==> config.mk <==
export PLATFORM = sky130hd
export DESIGN_NAME = qrs_div
export DESIGN_NICKNAME = d
export VERILOG_FILES = /design/src/qrs_pkg.sv /design/src/qrs_div.sv
export SDC_FILE = /design/constraint.sdc
export NUM_CORES = 2
export LEC_CHECK = 0
export ABC_AREA = 1
export BUFFER_PORTS_ARGS = -buffer_cell sky130_fd_sc_hd__buf_2
export CORE_AREA = 2 2 447 449
export DETAILED_ROUTE_END_ITERATION = 12
export DIE_AREA = 0 0 449 451
export SYNTH_ARGS = -nofsm -noshare
export SYNTH_HDL_FRONTEND = slang
export SYNTH_SLANG_ARGS = --single-unit
export TNS_END_PERCENT = 10
==> constraint.sdc <==
create_clock -name clk -period 5.5 [get_ports clk]
set_input_delay 1.1 -clock clk [delete_from_list [all_inputs] [get_ports clk]]
set_output_delay 1.1 -clock clk [all_outputs]
set_load 0.01 [all_outputs]
==> src/qrs_pkg.sv <==
// Shared widths, constants and helpers for the quadratic root solver.
package qrs_pkg;

  localparam int COEF_W  = 16;
  localparam int POLY_W  = 48;
  localparam int ROOT_W  = 32;
  localparam int DISC_W  = 35;                   // b*b - 4*a*c
  localparam int RAD_W   = 64;                   // |D| << 30
  localparam int SQRT_W  = 32;                   // floor(sqrt(RAD))
  localparam int NUM_W   = 34;                   // n0 +- s
  localparam int QUO_W   = NUM_W;                // quotient before saturation
  localparam int DIV_STEPS = NUM_W;

  localparam logic [1:0] REG_A = 2'd0;
  localparam logic [1:0] REG_B = 2'd1;
  localparam logic [1:0] REG_C = 2'd2;

  localparam logic [1:0] CNT_COMPLEX = 2'd0;
  localparam logic [1:0] CNT_DOUBLE  = 2'd1;
  localparam logic [1:0] CNT_TWO     = 2'd2;

  // Saturate a signed quotient to Q16.16.
  function automatic logic signed [ROOT_W-1:0] sat32(input logic signed [QUO_W:0] v);
    logic signed [QUO_W:0] hi;
    logic signed [QUO_W:0] lo;
    hi = (QUO_W+1)'(64'sd2147483647);
    lo = -(QUO_W+1)'(64'sd2147483648);
    if (v > hi) sat32 = 32'sh7fffffff;
    else if (v < lo) sat32 = 32'sh80000000;
    else sat32 = v[ROOT_W-1:0];
  endfunction

endpackage

==> src/qrs_div.sv <==
// Pipelined signed divider, truncating toward zero, one quotient bit per stage.
module qrs_div (
  input  logic                              clk,
  input  logic                              rst,
  input  logic                              in_valid,
  input  logic signed [qrs_pkg::NUM_W-1:0]  num,
  input  logic signed [qrs_pkg::COEF_W-1:0] den,
  output logic                              out_valid,
  output logic signed [qrs_pkg::QUO_W:0]    quo
);
  localparam int N = qrs_pkg::NUM_W;
  localparam int D = qrs_pkg::COEF_W;

  logic         vld [N+1];
  logic [N-1:0] nv  [N+1];
  logic [D:0]   dv  [N+1];
  logic [D:0]   rm  [N+1];
  logic         neg [N+1];

  assign vld[0] = in_valid;
  assign nv[0]  = num[N-1] ? N'(-num) : N'(num);
  assign dv[0]  = den[D-1] ? (D+1)'(-$signed({den[D-1], den})) : {1'b0, den};
  assign rm[0]  = '0;
  assign neg[0] = num[N-1] ^ den[D-1];

  // Restoring division: shift in one numerator bit, subtract if it fits.
  for (genvar i = 0; i < N; i++) begin : g_stage
    logic [D+1:0] cur;
    assign cur = {rm[i], nv[i][N-1]};
    always_ff @(posedge clk) begin
      if (rst) vld[i+1] <= 1'b0;
      else vld[i+1] <= vld[i];
      dv[i+1]  <= dv[i];
      neg[i+1] <= neg[i];
      if (cur >= {1'b0, dv[i]}) begin
        rm[i+1] <= (D+1)'(cur - {1'b0, dv[i]});
        nv[i+1] <= {nv[i][N-2:0], 1'b1};
      end else begin
        rm[i+1] <= (D+1)'(cur);
        nv[i+1] <= {nv[i][N-2:0], 1'b0};
      end
    end
  end

  assign out_valid = vld[N];
  assign quo = neg[N] ? -$signed({1'b0, nv[N]}) : $signed({1'b0, nv[N]});
endmodule

==> run_results.csv <==
group,metric,value,unit
grt,grt_util_all_layers,0.2016,
drt,viasPerCell,4.910,
sta,hold_viol,0,
setup_path,criticalPathCategory,"flop to primary output",
floorplan,coreArea,198200,um^2
power_and_ir_drop,clock_power_share,0.272,
synth,yosysSeqAreaShare,0.5301,
setup_path,rr_worst_depth,9,
setup_path,critPathLaunchType,"flop",
synth,async_reset_ff_frac,0,
clock_tree,cts_num_sinks,2346,
floorplan,die_width,449,um
drt,wl_per_cell,15.78,um
drt,drt_first_iter_violations,4094,
floorplan,die_h,451,um
synth,ys.warnings.count,0,
sta,fmax,243.4,MHz
drt,drt_pass1_iterations,8,
power_and_ir_drop,combPwrFrac,0.343,
sta,fin_skew,0.05996,ns
synth,syn_area,88600,um^2
grt,grt_pass1_vias,62287,
synth,synth_common_cells,"dfxtp_1 (2,346), nand2_1 (2,282), inv_1 (1,376), nor2_1 (590), ha_1 (566)",
clock_tree,cts-root-buf,"clkbuf_16",
sta,slew_viol_final,0,
place,dpl_cell_area,91620,um^2
clock_tree,cts_tree,"yes",
sta,fin_ws,1.391,ns
hold_path,hold-path-cell-count,0,
synth,syn_nets,10662,
power_and_ir_drop,power.density,604.2,nW/um^2
place,dp_cells,12626,
final_layout,final_cells,13065,
setup_path,cp_max_fo,4,
place,io_buffers,88,
clock_tree,clk_path_buf_depth,3,
sta,fin_crit,4.109,ns
clock_tree,cts_resized,0,
place,dp_slack,1.604,ns
final_layout,nets,10853,
grt,antenna_found_initial,2,
synth,syn_avg_cell_area,8.850,um^2
synth,synth_area_leaders,"dfxtp_1 (53%), nand2_1 (9.7%), ha_1 (8.0%), inv_1 (5.8%), nand4_1 (3.4%)",
sta,tightest_slew,1.094,ns
place,dpl.hpwl,158.9,mm
floorplan,num_io_pins,89,
synth,ys_types,47,
sta,setup_tns,0,ns
power_and_ir_drop,total_power,60.37,mW
drt,antenna_left,0,
clock_tree,hold_buffers,0,
sta,rsz0062_at_grt,"false",
clock_tree,cts_made_buffers,230,
final_layout,area_delta_synth_final,12.77,%
place,finalWeightedCongestion,0.9011,
grt,grt_max_degree,35,
drt,drc,0,
hold_path,hp-class,"flop to flop",
clock_tree,insertion_delay,0.88,ns
sta,maxSlewHeadroom,0.2683,
power_and_ir_drop,seq_power_share,0.385,
setup_path,crit_path_end_kind,"primary output",
synth,postSynthRegisterBits,2346,
floorplan,rows,164,
power_and_ir_drop,power.internal,38.07,mW
power_and_ir_drop,switching_share,0.3694,
synth,synth-edff-count,0,
clock_tree,path_clk_slew,0.06,ns
grt,grt-ovfl-total,0,
drt,vias,64154,
power_and_ir_drop,max-vdd-ir-drop,0.3965,mV
clock_tree,post_cts_buffers,0,
run_status,status,"complete, no violations",
setup_path,worstPathArrival,3.01,ns
synth,synth.top_cell.area_share,0.5301,
sta,finalSetupViolations,0,
drt,routed_wirelength,206.1,mm
power_and_ir_drop,power.switching,22.30,mW
clock_tree,htreeDepth,4,
grt,grt_pass1_wl,332.8,mm
synth,synth_top_area_cell,"dfxtp_1",
floorplan,initial_core_util,0.4470,
final_layout,layout-drive-gt1-share,0.06476,
power_and_ir_drop,p_leak,48.34,nW
synth,netlist_instances,10011,
setup_path,worst_ep_required_time,4.40,ns
flow_run,cap_violations,0,
synth,synth_flop_cell,"dfxtp_1",
synth,yosysMostFrequentCell,"dfxtp_1",
floorplan,die_area,202500,um^2
final_layout,design_area,99920,um^2
final_layout,fillers,18658,
sta,fin_crit_sh,0.7471,
[power by group through the flow]
| stage | combinational, mW | sequential, mW | clock (mW) |
|---|---|---|---|
| after CTS | 20.6 | 23.3 | 16.9 |
| after global placement | 20.2 | 23.6 | 0 |
| final | 20.7 | 23.3 | 16.4 |
| after floorplan | 16.2 | 22.5 | 0 |
| after detailed placement | 20.4 | 23.6 | 0 |
| after global routing | 23.7 | 23.6 | 17.6 |
[critical path, stage by stage, from the launching register on]
cell	delay, ns
dfxtp_1	0.29
inv_1	0.10
ha_1	0.20
nand4_1	0.21
nor2_1	0.22
nand3_1	0.12
nor2_1	0.21
nand2_1	0.19
o21ai_1	0.23
nand2_1	0.09
xor2_1	0.15
buf_2	0.15
[cell families after synthesis]
group,Yosys count,share of synthesized area
simple gates,4014,0.2043
flops,2346,0.5301
buf+inv,1512,0.06709
compound gates,1155,0.07325
fa+ha+maj,598,0.08716
xor+xnor,385,0.03806
other cells,1,0.00004232
[per-stage QoR]
| stage | util | hold slack (ns) |
|---|---|---|
| 2_1_floorplan | - | 0.3096 |
| 3_3_place_gp | 0.4622 | 0.3095 |
| 3_5_place_dp | 0.4622 | 0.3121 |
| 4_1_cts | 0.5041 | 0.2632 |
| 5_1_grt | 0.5041 | 0.2702 |
| 6_report | 0.5041 | 0.2750 |
[per-layer routing]
| metal | GRT usage | up-vias | wire, um |
|---|---|---|---|
| li1 | - | 32963 | - |
| met1 | 0.2821 | 29330 | 100300 |
| met2 | 0.3223 | 1535 | 90890 |
| met3 | 0.02847 | 326 | 9747 |
| met4 | 0.06055 | 0 | 5147 |
| met5 | 0 | - | 0 |
[flip-flops by register name, indices dropped and copies added, names as in the netlist]
name         flops
dv             561
neg             34
g_stage.cur    594
vld             33
nv            1123
out_valid        1
[placed cells by master, fill, tap and decap left out, types with 15 or more instances in the layout]
cell type | Yosys | routed
a21oi_4 | 16 | 16
nand4_1 | 481 | 481
or2_2 | 22 | 22
fa_1 | 32 | 32
ha_1 | 566 | 566
a31oi_1 | 71 | 71
o21ai_1 | 55 | 55
clkinv_2 | 0 | 51
inv_1 | 1376 | 1376
nand3_1 | 258 | 258
dfxtp_1 | 2346 | 2346
buf_2 | 38 | 88
nand3b_1 | 109 | 109
o211ai_1 | 15 | 15
a21o_1 | 62 | 62
nand2_1 | 2282 | 2282
o311ai_1 | 20 | 20
nand3_2 | 33 | 33
nor2_1 | 590 | 590
xor2_1 | 240 | 240
nand4_2 | 29 | 29
o21a_1 | 25 | 25
clkinvlp_4 | 0 | 22
clkbuf_1 | 50 | 30
a21oi_1 | 410 | 410
clkbuf_8 | 0 | 40
nor3_1 | 135 | 135
bufinv_16 | 0 | 27
clkbuf_16 | 0 | 230
a21oi_2 | 18 | 18
nor4_1 | 16 | 16
o21ai_0 | 447 | 447
xnor2_1 | 145 | 145
[worst paths after layout]
path | startpoint | to | slack [ns]
setup / recovery | nv[1] | quo[30] | 1.39
hold / removal | nv[427] | nv[394] | 0.27
setup reg to reg | dv[382] | g_stage[13].cur[5] | 2.30
hold reg to reg | nv[427] | nv[394] | 0.27
[final cells by class]
| type | count | area (um^2) | share of cell area |
|---|---|---|---|
| clock buffers | 300 | 6419 | 0.06424 |
| diodes | 1 | 2.502 | 0.00002504 |
| clock inverters | 138 | 1873 | 0.01875 |
| inverters | 1380 | 5180 | 0.05184 |
| repair buffers | 91 | 462.9 | 0.004633 |
| flip-flops and latches | 2346 | 46970 | 0.4700 |
| well taps | 2656 | 3323 | 0.03326 |
| multi-input cells | 6153 | 35690 | 0.3572 |
Power figures use the tool's default switching activity.
